<file path="config.mk">
export PLATFORM = sky130hd
export DESIGN_NAME = fbcr_ctrl
export DESIGN_NICKNAME = d
export VERILOG_FILES = /design/src/design/fbcr_pkg.sv /design/src/design/fbcr_ctrl.sv
export SDC_FILE = /design/constraint.sdc
export NUM_CORES = 1
export LEC_CHECK = 0
export ABC_AREA = 1
export BUFFER_PORTS_ARGS = -buffer_cell sky130_fd_sc_hd__buf_2
export CORE_UTILIZATION = 29
export CTS_BUF_LIST = sky130_fd_sc_hd__clkbuf_16
export CTS_CLUSTER_SIZE = 24
export DETAILED_ROUTE_END_ITERATION = 8
export SYNTH_ARGS = -nofsm -noshare
export SYNTH_HDL_FRONTEND = slang
export SYNTH_SLANG_ARGS = --single-unit
</file>
<file path="constraint.sdc">
create_clock -name aclk -period 1.39 [get_ports aclk]
set_input_delay 0.278 -clock aclk [delete_from_list [all_inputs] [get_ports aclk]]
set_output_delay 0.278 -clock aclk [all_outputs]
set_load 0.01 [all_outputs]
</file>
<file path="src/design/fbcr_pkg.sv">
package fbcr_pkg;

    // Default display geometry
    localparam int DISP_WIDTH_DEF    = 128;
    localparam int DISP_HEIGHT_DEF   = 64;
    localparam int WORDS_PER_ROW_DEF = 8;

    // Field and datapath widths
    localparam int WORD_W    = 16;  // framebuffer word
    localparam int PIX_SHIFT = 4;   // log2 of pixels per word
    localparam int PIX_MSB   = 15;  // bit of the leftmost pixel
    localparam int OP_W      = 2;
    localparam int CRD_W     = 10;  // coordinate and radius fields
    localparam int COL_W     = 6;   // word column field
    localparam int WCOL_W    = 7;   // word column of a signed point
    localparam int PT_W      = 12;  // signed point coordinate
    localparam int AB_W      = 11;  // circle step counters
    localparam int D_W       = 16;  // midpoint decision variable
    localparam int ROWB_W    = 17;  // address arithmetic
    localparam int S_DATA_W  = 40;
    localparam int M_DATA_W  = 24;

    // Midpoint rule constants
    localparam logic signed [D_W-1:0] D_INIT   = 16'sd3;
    localparam logic signed [D_W-1:0] D_INC_A  = 16'sd6;
    localparam logic signed [D_W-1:0] D_INC_AB = 16'sd10;

    localparam logic [WORD_W-1:0] PIX_ONE = 16'h0001;

    typedef enum logic [OP_W-1:0] {
        OP_PLOT   = 2'd0,
        OP_CIRCLE = 2'd1,
        OP_READ   = 2'd2,
        OP_FILL   = 2'd3
    } op_t;

    typedef enum logic [3:0] {
        ST_CLEAR,
        ST_IDLE,
        ST_DISP,
        ST_CCHK,
        ST_SEL,
        ST_ADDR,
        ST_RD,
        ST_WR,
        ST_FILL,
        ST_RESP
    } state_t;

    // Controller to datapath
    typedef struct packed {
        logic load_req;
        logic circ_init;
        logic circ_adv;
        logic k_clr;
        logic k_inc;
        logic sel_pt;
        logic calc_addr;
        logic mem_rd;
        logic pix_we;
        logic fill_we;
        logic fill_zero;
        logic sweep_clr;
        logic load_out;
    } cmd_t;

    // Datapath to controller
    typedef struct packed {
        op_t  op;
        logic circ_done;
        logic k_last;
        logic ok;
        logic sweep_last;
        logic out_free;
    } sts_t;

    // Bit mask of one pixel inside its word, leftmost pixel in the MSB
    function automatic logic [WORD_W-1:0] pix_mask(input logic [PIX_SHIFT-1:0] xb);
        return PIX_ONE << (4'(PIX_MSB) - xb);
    endfunction

endpackage

</file>
<file path="src/design/fbcr_ctrl.sv">
module fbcr_ctrl import fbcr_pkg::*; (
    input  logic aclk,
    input  logic aresetn,
    input  logic s_tvalid,
    output logic s_tready,
    input  sts_t sts,
    output cmd_t cmd
);

    state_t state_reg;
    state_t state_next;

    // State register; reset starts the clearing sweep
    always_ff @(posedge aclk) begin
        if (!aresetn) begin
            state_reg <= ST_CLEAR;
        end else begin
            state_reg <= state_next;
        end
    end

    // Next state and commands
    always_comb begin
        cmd        = '0;
        state_next = state_reg;
        s_tready   = (state_reg == ST_IDLE);
        unique case (state_reg)
            ST_CLEAR: begin
                cmd.fill_we   = 1'b1;
                cmd.fill_zero = 1'b1;
                if (sts.sweep_last) begin
                    state_next = ST_IDLE;
                end
            end
            ST_IDLE: begin
                if (s_tvalid) begin
                    cmd.load_req = 1'b1;
                    state_next   = ST_DISP;
                end
            end
            ST_DISP: begin
                unique case (sts.op)
                    OP_PLOT: begin
                        state_next = ST_SEL;
                    end
                    OP_CIRCLE: begin
                        cmd.circ_init = 1'b1;
                        state_next    = ST_CCHK;
                    end
                    OP_READ: begin
                        state_next = ST_ADDR;
                    end
                    OP_FILL: begin
                        cmd.sweep_clr = 1'b1;
                        state_next    = ST_FILL;
                    end
                endcase
            end
            ST_CCHK: begin
                if (sts.circ_done) begin
                    state_next = ST_RESP;
                end else begin
                    cmd.k_clr  = 1'b1;
                    state_next = ST_SEL;
                end
            end
            ST_SEL: begin
                cmd.sel_pt = 1'b1;
                state_next = ST_ADDR;
            end
            ST_ADDR: begin
                cmd.calc_addr = 1'b1;
                state_next    = ST_RD;
            end
            ST_RD: begin
                if (sts.ok) begin
                    cmd.mem_rd = 1'b1;
                    state_next = (sts.op == OP_READ) ? ST_RESP : ST_WR;
                end else if (sts.op != OP_CIRCLE) begin
                    state_next = ST_RESP;
                end else if (sts.k_last) begin
                    // dropped point, last of this step
                    cmd.circ_adv = 1'b1;
                    state_next   = ST_CCHK;
                end else begin
                    cmd.k_inc  = 1'b1;
                    state_next = ST_SEL;
                end
            end
            ST_WR: begin
                cmd.pix_we = 1'b1;
                if (sts.op != OP_CIRCLE) begin
                    state_next = ST_RESP;
                end else if (sts.k_last) begin
                    cmd.circ_adv = 1'b1;
                    state_next   = ST_CCHK;
                end else begin
                    cmd.k_inc  = 1'b1;
                    state_next = ST_SEL;
                end
            end
            ST_FILL: begin
                cmd.fill_we = 1'b1;
                if (sts.sweep_last) begin
                    state_next = ST_RESP;
                end
            end
            ST_RESP: begin
                if (sts.out_free) begin
                    cmd.load_out = 1'b1;
                    state_next   = ST_IDLE;
                end
            end
            default: begin
                state_next = ST_IDLE;
            end
        endcase
    end

endmodule

</file>
## Word-level counts from Yosys, hierarchy flattened

Index checks and enable logic that the tools add are counted.
Widths: inputs -> output; s select.

| operators by class | value |
|---|---|
| mux-type cells | 36 |
| equality and inequality tests | 17 |
| reduce and logical (&&, ||, !) cells | 4 |

Operators by type and width:

| cell | number |
|---|---|
| $pmux 4 s10 | 1 |
| $mux 4 | 8 |
| $mux 1 | 23 |
| $eq 4x3->1 const B | 4 |
| $pmux 4 s4 | 1 |
| $eq 4x2->1 const B | 2 |
| $eq 4x4->1 const B | 2 |
| $ne 2x2->1 const B | 4 |
| $eq 2x2->1 const B | 2 |
| $eq 4x1->1 const B | 1 |
| $logic_not 4->1 | 1 |
| $pmux 1 s2 | 2 |
| $reduce_and 4->1 | 1 |
| $mux 3 | 1 |
| $eq 2x1->1 const B | 1 |
| $logic_not 2->1 | 1 |
| $ne 2x1->1 const B | 1 |
| $reduce_or 2->1 | 1 |

| storage, ports and cells | value |
|---|---|
| output and inout bits | 14 |
| bits of input ports | 10 |
| bits in registers | 4 |

## Logic depth before layout (Yosys ltp)

| depth | value |
|---|---|
| depth in word-level cells | 4 |
| gate-level depth with buffers | 11 |
| mapped depth without buffers | 11 |

## Worst setup path before layout

Ideal clock, no wire load.

| timing | value |
|---|---|
| kind | in2out |
| start point | input sts[6] (netlist name) |
| end point | output cmd[8] (netlist name) |
| cell stages on the path | 8 |
| data arrival time | 1062 ps |
| buffers on the path | 0 |
| data required time | 1112 ps |
| setup slack | 50 ps |
| path through | inv_1 -> ha_1 -> inv_1 -> nor2_1 -> inv_1 -> nor2_1 -> nand2_1 -> nand2_1 |

RTL lines:

| item | RTL line | source |
|---|---|---|
| from (decl) | fbcr_ctrl.sv:6 | `input sts_t sts,` |
| to (decl) | fbcr_ctrl.sv:7 | `output cmd_t cmd` |

==> flow_metrics.env <==
export IMPL_ys_ff_latch=4
export IMPL_required_ns=1.11
export IMPL_fp_coreArea_um2=1764
export IMPL_worstHoldStart="aresetn"
export IMPL_peakVddDrop_uv=987.3
export IMPL_mostFrequentLayoutCells="nand2_1, buf_2, inv_1"
export IMPL_grt_max_degree=7
export IMPL_cts_buffers=3
export IMPL_holdWs_ns=0.3342
export IMPL_yosysSeqAreaShare_pct=14.38
export IMPL_r2r_start="state_reg[2]"
export IMPL_yosysTopAreaCellShare_pct=17.53
export IMPL_nNetsFinal=170
export IMPL_synth_area_um2=556.8
export IMPL_hold_viol_final=0
export IMPL_setup_viol=7
export IMPL_insertion_delay_ns=0.22
export IMPL_fp_dieW_um=45.82
export IMPL_grt_pass1_vias=708
export IMPL_grt_pass1_wl_mm=2.801
export IMPL_yosys_area_top_type="nand2_1"
export IMPL_status="complete, but fails checks"
export IMPL_synth_nets=122
export IMPL_nFillCells=187
export IMPL_placedCellCount=168
export IMPL_globalRouteOverflowTotal=0
export IMPL_cts_sinks=4
export IMPL_drt_first_pass_iters=4
export IMPL_crit_path_start_kind="flop"
export IMPL_synthCells=107
export IMPL_maxSlewViolCount=0
export IMPL_holdPathStages=3
export IMPL_largest_register_ffs=4
export IMPL_fin_ws_ns=-0.06799
export IMPL_cp_data_arrival_time_ns=1.18
export IMPL_crit_type="reg2out"
export IMPL_slew_headroom_pct=84.91
export IMPL_antenna_found_initial=0
export IMPL_area_delta_synth_final_pct=88.09
export IMPL_p_leak_nw=0.6013
export IMPL_final_cells=178
export IMPL_fin_crit_sh_pct=104.9
export IMPL_layout_drive_gt1_share_pct=47.71
export IMPL_synthTopCellsByArea="nand2_1, nor2_1, inv_1, dfxtp_1, ha_1"
export IMPL_end_kind="output pin"
export IMPL_diodes=0
export IMPL_cts_path_max_buffers=2
export IMPL_rsz0062_at_grt="true"
export IMPL_cts_tree="done"
export IMPL_reg2reg_depth=10
export IMPL_fin_setup_tns_ns=-0.3389
export IMPL_rows=15
export IMPL_dr_total_vias=803
export IMPL_dp_hpwl_mm=1.257
export IMPL_worstSetupStartpoint="state_reg[2]"
export IMPL_path_max_fanout=4
export IMPL_routed_wl_mm=1.796
export IMPL_placed_area_um2=800.8
export IMPL_drt_iter0_drc=16
export IMPL_grt_usage_pct=18.25
export IMPL_globalplace_congestion=0.8017
export IMPL_syn_area_per_cell_um2=5.204
export IMPL_hp_class="in2reg"
export IMPL_die_h_um=45.82
export IMPL_vias_per_cell=4.511
export IMPL_fmax_ghz=0.6859
export IMPL_design_area_um2=1047
export IMPL_initial_utilization_pct=31.56
export IMPL_dieArea_um2=2099
export IMPL_place_ws_ns=-0.08110
export IMPL_synth_distinct_cells=18
export IMPL_drc_errors=0
export IMPL_multi_input_area_um2=464.2
export IMPL_powerDensity_nw_per_um2=851.0
export IMPL_num_io_pins=24
export IMPL_skew_ns=0.001198
export IMPL_cts_root_buffer="clkbuf_16"
export IMPL_total_power_uw=891.2
export IMPL_tightest_slew_ns=0.2240
export IMPL_wl_per_cell_um=10.09
export IMPL_drv_cap=0
export IMPL_violations="negative setup slack"
export IMPL_yosysWarnings=0
export IMPL_utilization_pct=59.36
export IMPL_ant_nets=0
export IMPL_h_tree_depth=1
export IMPL_ff_latch_area_um2=92.59
export IMPL_min_period_ns=1.458
export IMPL_clk_pin_slew_ns=0.03
export IMPL_port_buffer_count=23
worst max-delay path, cell delays in order (launching register included):
cell	delay, ns
dfxtp_4	0.39
inv_4	0.05
nor2_4	0.09
nand2_2	0.09
o31ai_1	0.18
buf_2	0.16
timing repair:
action	4_1_cts	5_1_grt
resized for setup	21	18
hold buffers	0	0
pin swaps	7	5
setup buffers	4	3
endpoints found under the setup margin	10	14
Yosys cell counts:
cell	number
nor3_1	1
nand2_2	1
nand4_1	1
nand3_1	9
o21ai_0	2
a21oi_1	2
dfxtp_1	4
o22ai_1	1
nor4_1	1
nor2_1	24
ha_1	5
nor2_2	3
o211ai_1	1
inv_1	22
nand3b_1	1
inv_2	2
nand2_1	26
o31ai_1	1
kinds of logic (layout without fill, tap and decap cells):
group / after synthesis / count (layout) / synth area share [%]
AND/OR/NAND/NOR: 67 / 67 / 50.79
buffers and inverters: 24 / 70 / 16.18
AO/OA/AOI/OAI: 7 / 7 / 7.418
adder cells (fa/ha/maj): 5 / 5 / 11.24
flip-flops: 4 / 4 / 14.38
power by group:
group          switching, mW  leakage, nW  internal [mW]
logic                  0.167        0.529          0.130
registers             0.0214       0.0353          0.128
clock network         0.0775       0.0370          0.367
path summary, 6_finish.rpt:
check | slack [ns] | to
max | -0.07 | cmd[10]
min | 0.33 | state_reg[1]
max reg2reg | 0.09 | state_reg[0]
min reg2reg | 0.67 | state_reg[3]
metal layers:
layer  wire length, µm  track usage, %  up-vias
met4                 0           5.882        0
met5                 0               0        -
met2               928           33.71       23
li1                  -               -      418
met3                68           2.778        0
met1               799           21.13      362
cell type report:
| type | instances | area share [%] |
|---|---|---|
| timing repair buffer | 43 | 27.60 |
| sequential | 4 | 8.841 |
| multi-input combinational | 79 | 44.33 |
| tap | 25 | 2.987 |
| clock buffer | 3 | 7.168 |
| inverter | 24 | 9.080 |
Note: power is estimated with default switching activity, not from simulation.
